===== src/rtl/core/fsmc_pkg.sv =====
package fsmc_pkg;

  localparam int unsigned ScaleBitsDefault = 0;
  localparam int unsigned ExpBias          = 126;
  localparam int unsigned ManWidth         = 16;
  localparam int unsigned ShiftMax         = 16;

  typedef enum logic {
    ModeToSignMag = 1'b0,
    ModeToFloat   = 1'b1
  } mode_e;

  typedef struct packed {
    logic        mode;
    logic [31:0] operand;
    logic signed [7:0] offset;
  } in_item_t;

endpackage


===== src/rtl/core/fsmc_if.sv =====
interface fsmc_in_if;
  logic              valid;
  logic              ready;
  logic              mode;
  logic [31:0]       operand;
  logic signed [7:0] offset;

  modport source (output valid, mode, operand, offset, input ready);
  modport sink   (input valid, mode, operand, offset, output ready);
endinterface

interface fsmc_out_if;
  logic        valid;
  logic        ready;
  logic [31:0] result;

  modport source (output valid, result, input ready);
  modport sink   (input valid, result, output ready);
endinterface


===== src/rtl/core/fsmc_convert.sv =====
module fsmc_convert #(
  parameter int unsigned ScaleBits = fsmc_pkg::ScaleBitsDefault
) (
  input  fsmc_pkg::in_item_t item_i,
  output logic [31:0]        result_o
);

  logic [7:0]  top;
  logic [7:0]  ex;
  logic [15:0] man;
  logic [8:0]  diff;
  logic [3:0]  sh_lo;
  logic [15:0] shifted;
  logic        rnd;
  logic [15:0] mag0;
  logic [15:0] mag1;
  logic [4:0]  p;
  logic [15:0] frac_sh;
  logic [7:0]  ex1;

  // Window top and mantissa for float to sign-magnitude
  assign top  = 8'(fsmc_pkg::ExpBias + ScaleBits) + item_i.offset;
  assign ex   = item_i.operand[30:23];
  assign man  = {1'b1, item_i.operand[22:8]};
  assign diff = {1'b0, top} - {1'b0, ex};
  assign sh_lo = diff[3:0];

  // Shift right and round half up from the bit below
  always_comb begin
    shifted = man >> sh_lo;
    rnd     = 1'b0;
    if (diff == 9'd16) begin
      shifted = 16'd0;
      rnd     = man[15];
    end else if (sh_lo != 4'd0) begin
      rnd = man[sh_lo - 4'd1];
    end
    mag0 = 16'd0;
    if (!diff[8] && diff <= 9'(fsmc_pkg::ShiftMax)) begin
      mag0 = shifted + 16'(rnd);
    end
  end

  // Leading one detect and fraction placement for sign-magnitude to float
  assign mag1 = item_i.operand[15:0];
  always_comb begin
    p = 5'd0;
    for (int i = 0; i < 16; i++) begin
      if (mag1[i]) p = 5'(i + 1);
    end
  end
  // Move the leading one to bit 15; the fraction is taken from the bits below it
  assign frac_sh = mag1 << (5'd16 - p);
  assign ex1 = 8'(fsmc_pkg::ExpBias) + {3'b0, p} + item_i.offset;

  always_comb begin
    case (fsmc_pkg::mode_e'(item_i.mode))
      fsmc_pkg::ModeToSignMag: result_o = {15'd0, item_i.operand[31], mag0};
      fsmc_pkg::ModeToFloat: begin
        if (mag1 == 16'd0) result_o = {item_i.operand[16], 31'd0};
        else result_o = {item_i.operand[16], ex1, frac_sh[14:0], 8'd0};
      end
      default: result_o = 32'd0;
    endcase
  end

endmodule


===== src/rtl/core/float_sign_magnitude_converter.sv =====
// Float32 / 17-bit sign-magnitude converter.
// Input channel in_if: mode, operand, offset; one result per accepted item on
// out_if (result). Mode 0 converts float32 bits to a sign-magnitude word
// (sign at bit 16), mode 1 converts back to float32; offset moves the scale.
// An accepted item is captured in an input register, converted by one pass
// of combinational logic and written to the result register once that
// register is empty or being taken; throughput one item per cycle while the
// receiver takes results.
// The input stage advances whenever the result register is empty or being
// taken, so in_if.ready stays high while results flow. When the receiver
// stalls, the result holds, the input stage fills and ready drops after it.
// Reset (rst_ni low, asynchronous) empties both stages; payload registers are not reset.
module float_sign_magnitude_converter #(
  parameter int unsigned ScaleBits = fsmc_pkg::ScaleBitsDefault
) (
  input  logic        clk_i,
  input  logic        rst_ni,
  fsmc_in_if.sink     in_if,
  fsmc_out_if.source  out_if
);

  fsmc_pkg::in_item_t item_q;
  logic               in_vld_q;
  logic [31:0]        res_d, res_q;
  logic               out_vld_q;
  logic               adv;

  assign adv         = !out_vld_q || out_if.ready;
  assign in_if.ready = !in_vld_q || adv;

  fsmc_convert #(.ScaleBits(ScaleBits)) u_conv (
    .item_i  (item_q),
    .result_o(res_d)
  );

  // Hold control state
  always_ff @(posedge clk_i or negedge rst_ni) begin
    if (!rst_ni) begin
      in_vld_q  <= 1'b0;
      out_vld_q <= 1'b0;
    end else begin
      if (in_if.ready) in_vld_q <= in_if.valid;
      if (adv) out_vld_q <= in_vld_q;
    end
  end

  // Capture payloads
  always_ff @(posedge clk_i) begin
    if (in_if.ready && in_if.valid) begin
      item_q <= '{mode: in_if.mode, operand: in_if.operand, offset: in_if.offset};
    end
    if (adv && in_vld_q) res_q <= res_d;
  end

  assign out_if.valid  = out_vld_q;
  assign out_if.result = res_q;

endmodule

===== src/flat_wrapper.sv =====
// flat-port wrapper written by rule: the top's interface ports become plain ports
module float_sign_magnitude_converter_flat 
#(
  parameter int unsigned ScaleBits = fsmc_pkg::ScaleBitsDefault
)
  (clk_i, rst_ni, in_if_valid, in_if_mode, in_if_operand, in_if_offset, in_if_ready, out_if_valid, out_if_result, out_if_ready);
  fsmc_in_if in_if_i ();
  fsmc_out_if out_if_i ();
  input  logic clk_i;
  input  logic rst_ni;
  input wire logic [$bits(in_if_i.valid)-1:0] in_if_valid;
  input wire logic [$bits(in_if_i.mode)-1:0] in_if_mode;
  input wire logic [$bits(in_if_i.operand)-1:0] in_if_operand;
  input wire logic [$bits(in_if_i.offset)-1:0] in_if_offset;
  output wire logic [$bits(in_if_i.ready)-1:0] in_if_ready;
  output wire logic [$bits(out_if_i.valid)-1:0] out_if_valid;
  output wire logic [$bits(out_if_i.result)-1:0] out_if_result;
  input wire logic [$bits(out_if_i.ready)-1:0] out_if_ready;
  assign in_if_i.valid = in_if_valid;
  assign in_if_i.mode = in_if_mode;
  assign in_if_i.operand = in_if_operand;
  assign in_if_i.offset = in_if_offset;
  assign in_if_ready = in_if_i.ready;
  assign out_if_valid = out_if_i.valid;
  assign out_if_result = out_if_i.result;
  assign out_if_i.ready = out_if_ready;
  float_sign_magnitude_converter #(.ScaleBits(ScaleBits)) u_core (.clk_i(clk_i), .rst_ni(rst_ni), .in_if(in_if_i), .out_if(out_if_i));
endmodule

===== config.mk =====
export PLATFORM = sky130hd
export DESIGN_NAME = float_sign_magnitude_converter_flat
export DESIGN_NICKNAME = d
export VERILOG_FILES = /design/src/rtl/core/fsmc_pkg.sv /design/src/rtl/core/fsmc_if.sv /design/src/rtl/core/fsmc_convert.sv /design/src/rtl/core/float_sign_magnitude_converter.sv /design/src/flat_wrapper.sv
export SDC_FILE = /design/constraint.sdc
export NUM_CORES = 1
export LEC_CHECK = 0
export ABC_AREA = 1
export BUFFER_PORTS_ARGS = -buffer_cell sky130_fd_sc_hd__buf_2
export CORE_MARGIN = 3
export CORE_UTILIZATION = 58
export DETAILED_ROUTE_END_ITERATION = 12
export PLACE_DENSITY = 0.81
export SYNTH_ARGS = -nofsm -noshare
export SYNTH_HDL_FRONTEND = slang
export SYNTH_SLANG_ARGS = --single-unit
export TNS_END_PERCENT = 10

===== constraint.sdc =====
create_clock -name clk_i -period 5.2 [get_ports clk_i]
set_input_delay 0.78 -clock clk_i [delete_from_list [all_inputs] [get_ports clk_i]]
set_output_delay 0.78 -clock clk_i [all_outputs]
set_load 0.02 [all_outputs]

==> results by stage <==
Critical path:
- Data on the critical path is required at its endpoint by 5300 ps.
- The worst-path cell with the longest stage delay is xnor2_2.
- The maximum fanout along the worst path is 19.
- The library cell appearing most often on the critical path is ha_1.
- Traced cell by cell, the critical path runs through inv_1 > ha_1 > inv_1 > ha_1 > xnor2_2 > xor2_1 > nor3_1 > a211oi_1 > o21bai_1 > nand2_1 > o21ai_0 > ha_1 > ha_1 > nand4_1 > nor2_4 > nand3b_4 > nor2_1 > nand2_1 > nand3_1 > nand2_1.
- In this design, the stage delay of the slowest critical-path cell is 760 ps.
- The worst path arrival time is 4650 ps.
- The class of the most critical setup path is flop to flop.
- STA classifies the critical path startpoint as a flop.
- The endpoint kind of the worst setup timing path is a flop.

Synth:
- The top cell type by area accounts for about two fifths of the synthesized area.
- The per-instance average area after synthesis is ~8 µm².
- Counting flops and latches in the post-synthesis netlist gives 75.
- The largest area contributor in the synthesized netlist is edfxtp_1.
- The most used flip-flop cell after synthesis is edfxtp_1.
- The count of mapped cells out of synthesis is 689.
- Ranked by total cell area, the synthesized netlist is headed by edfxtp_1 40%, nand2_1 13%, nand3_1 7.9%, ha_1 6.2%, inv_1 6.0%.
- Counting distinct cell types in the post-synthesis netlist gives 47.
- The async set-reset flop share out of synthesis is 2.67%.
- The count of flip-flops with a built-in enable after synthesis is between 70 and 80.
- The share of the yosys chip area belonging to registers is roughly 41%.
- The post-synth net total is 763.
- The netlist area before placement is 5430 µm².
- During synthesis, Yosys emitted a total of 0 warnings.

Power:
- For this design the ratio of total power to cell area is 361 nW/µm².
- The largest vdd supply drop is roughly 0.00019 V.
- Combinational logic burns 41.9% of the power.
- The clock network burns 23.4% of the power.
- The cell leakage power is 2.93 nW.
- The internal power of the cells totals 1.31 mW.
- The power share of the sequential group is 34.8%.
- The net switching power of the design is 0.892 mW.
- In this run switching power makes up 40.5% of total power.

CTS:
- The root buffer selected by CTS is clkbuf_8.
- The CTS H-tree depth is 3.
- The TritonCTS sink count is 75.
- The register clock-pin slew on the reported worst setup and hold paths is 80 ps.
- Gates resized during post-CTS repair numbered 0.
- For this design, the CTS-stage hold fixing added 0 buffers.
- The maximum buffer depth of the clock tree is 2.
- Once the clock tree was built, the setup fixing pass inserted 0 buffers.
- The clock latency at the later pin of the worst-skew pair is approximately 350 ps.
- The CTS tree is done.
- Buffers inserted during clock tree synthesis total 9.

Global routing:
- The total overflow reported by the global router is 0.
- The via count of the first global-routing pass is 4,408.
- The largest net degree at the start of global routing is 42.
- The met1 track demand over resource is 33.7%.
- The global routing stage identified its most utilized layer as met2.
- The met3 track utilization from global routing is under 10%.
- The initial antenna violation count is 0.
- The first-pass GRT wire length is approximately 21,000 µm.
- The met2 track utilization from global routing is 41.7%.
- For this run, the total global-route usage over all layers was measured as 25.2%.

Layout:
- In the final design database the tool counted 838 nets.
- Cells fill 68.6% of the core in the end.
- The non-filler instance count after layout is slightly below 900.
- The fill cell instance count of the final layout is 740.
- Compared with the post-synthesis result, the final layout area differs by 12.3%.
- 0 antenna diodes ended up in the layout.
- The post-route netlist has 17.4% of its cells at a drive strength greater than 1.

Floorplan:
- Measured along the x axis, the die boundary spans between 100 and 150 µm.
- The height of the chip is 103 µm.
- The die area is 10,600 µm².
- The I/O pin count is 79.
- The initial core utilization is 61.0%.
- The initialized floorplan defines 34 standard-cell rows.
- The placeable core region is 8890 µm².

Route:
- The total number of vias is a little under 5,000.
- The detailed-router iteration count before antenna repair is 5.
- The final routed wire length divided by cell count is roughly 15 µm.
- For this block, the routed nets add up to 12,900 µm of wire.
- In the routed design, unresolved DRC markers number 0.
- After the first detailed-routing iteration, the DRC count stood at 287.
- In this run the remaining antenna-violating nets after routing total 0.
- The average vias per placed instance is about 5.5.

STA:
- Setup violations remaining at the end of the flow were counted as 0.
- The final hold slack is 197 ps.
- The actual slew at the worst max-slew pin is 1020 ps.
- The worst slew margin relative to its limit is 32.1%.
- The post-layout minimum cycle time is 4550 ps.
- The maximum clock skew at final layout is 16.8 ps.
- The final max-slew violation count is 0.
- Setup total negative slack on the finished layout was measured at 0 ps.
- The peak clock frequency supported by timing is roughly 220 MHz.
- The final count of hold timing violations is 0.
- Setup repair after global routing left no endpoint under its margin.
- The share of the clock period used by the worst path is roughly 88%.

Placement:
- The weighted congestion at the end of routability-driven global placement is 0.964.
- The wire-length estimate of the detail-placed layout is about 10000 µm.
- Counting tap cells, the placed design contains a total of 861 instances.
- In this run the tool buffered the top-level ports with 78 buffer cells.

Hold path:
- The worst hold path belongs to the class primary input to async pin.

Flow run:
- The max-capacitance violation count is 0.

Status:
- The run finished with clean final reports.
sequential cells by signal, indices dropped and copies added, names as in the netlist:
register,count
u_core.item_q,41
u_core.out_if.valid,1
u_core.in_vld_q,1
u_core.out_if.result,32
power groups by stage:
stage,Sequential (mW),Combinational [mW],Clock (mW)
after floorplan,0.818,0.674,0
after CTS,0.765,0.913,0.517
final,0.765,0.921,0.514
after global placement,0.778,0.890,0
after detailed placement,0.779,0.908,0
after global routing,0.773,1.03,0.537
layout make-up:
| type | instances | area [µm²] | share of cell area, % |
|---|---|---|---|
| repair buffers | 82 | 420 | 6.90 |
| clock buffers | 9 | 124 | 2.03 |
| inverters | 96 | 360 | 5.91 |
| flip-flops and latches | 75 | 2240 | 36.8 |
| multi-input cells | 500 | 2720 | 44.5 |
| clock inverters | 7 | 98.8 | 1.62 |
| well taps | 108 | 135 | 2.22 |
critical path: cells and delay by family, from the launching register on:
family                   cells  cell delay (ps)
flip-flops                   1              380
adder cells (fa/ha/maj)      4             1050
AND/OR/NAND/NOR              9             1200
buffers and inverters        2              150
AO/OA/AOI/OAI                3              440
XOR/XNOR                     2             1070
Yosys cell counts, types with 4 or more instances:
cell and number:
nand2_1 183, inv_1 87, nand3_1 86, edfxtp_1 73
nor2_1 49, o21ai_0 34, ha_1 27, a21oi_1 24
xor2_1 14, o21ai_1 13, inv_2 8, o211ai_1 8
buf_2 7, nand2_2 7, nand4_1 7, nor3_1 7
buf_6 4, nor2_2 4, nor2_4 4
worst paths after layout:
path,slack (ps),to,cells past startpoint,from
hold / removal,200,u_core.out_if.valid,1,rst_ni
setup reg to reg,650,u_core.out_if.result[12],20,u_core.item_q[1]
setup / recovery,650,u_core.out_if.result[12],20,u_core.item_q[1]
min in group clk_i,540,u_core.out_if.valid,2,u_core.in_vld_q
hold reg to reg,540,u_core.out_if.valid,2,u_core.in_vld_q
max in group asynchronous,4910,u_core.in_vld_q,1,rst_ni
placed cells by master, fill, tap and decap left out, types with 2 or more instances in the layout:
cell / n
o211ai_1: 8
o21ai_1: 13
o31ai_1: 2
fa_1: 2
nand2_1: 183
xnor2_1: 2
buf_4: 4
inv_6: 2
nor2_4: 4
a21oi_1: 23
nand2_2: 7
nand4_1: 7
buf_2: 78
xor2_1: 14
bufinv_16: 2
dfrtp_1: 2
nor2_2: 4
inv_2: 8
nand3_1: 86
o21ai_0: 34
nand3b_1: 3
clkbuf_8: 9
or2_2: 3
nand3_2: 2
edfxtp_1: 73
inv_1: 87
ha_1: 27
o21ai_2: 2
nor2_1: 49
o21bai_1: 3
nor3_1: 7
cells by family after synthesis:
family | synth area share [%]
adder cells (fa/ha/maj) | 6.96
XOR/XNOR | 3.39
buffers and inverters | 8.85
flip-flops | 41.3
AND/OR/NAND/NOR | 29.7
AO/OA/AOI/OAI | 9.59
multiplexers | 0.184
metrics by stage:
step                      instance area [µm²]  power [mW]  worst slack, ps
after floorplan                          5430        1.49             1500
after global placement                   5870        1.67              970
after detailed placement                 5870        1.69              738
after CTS                                6100        2.20              699
after global routing                     6100        2.34              252
final                                    6100        2.20              646
metal layers:
layer | routed length (µm) | part of all wire, %
met3 | 848 | 6.6
met1 | 5610 | 43
met5 | 0 | 0
met4 | 259 | 2.0
met2 | 6220 | 48
Note: power is estimated with default switching activity, not from simulation.
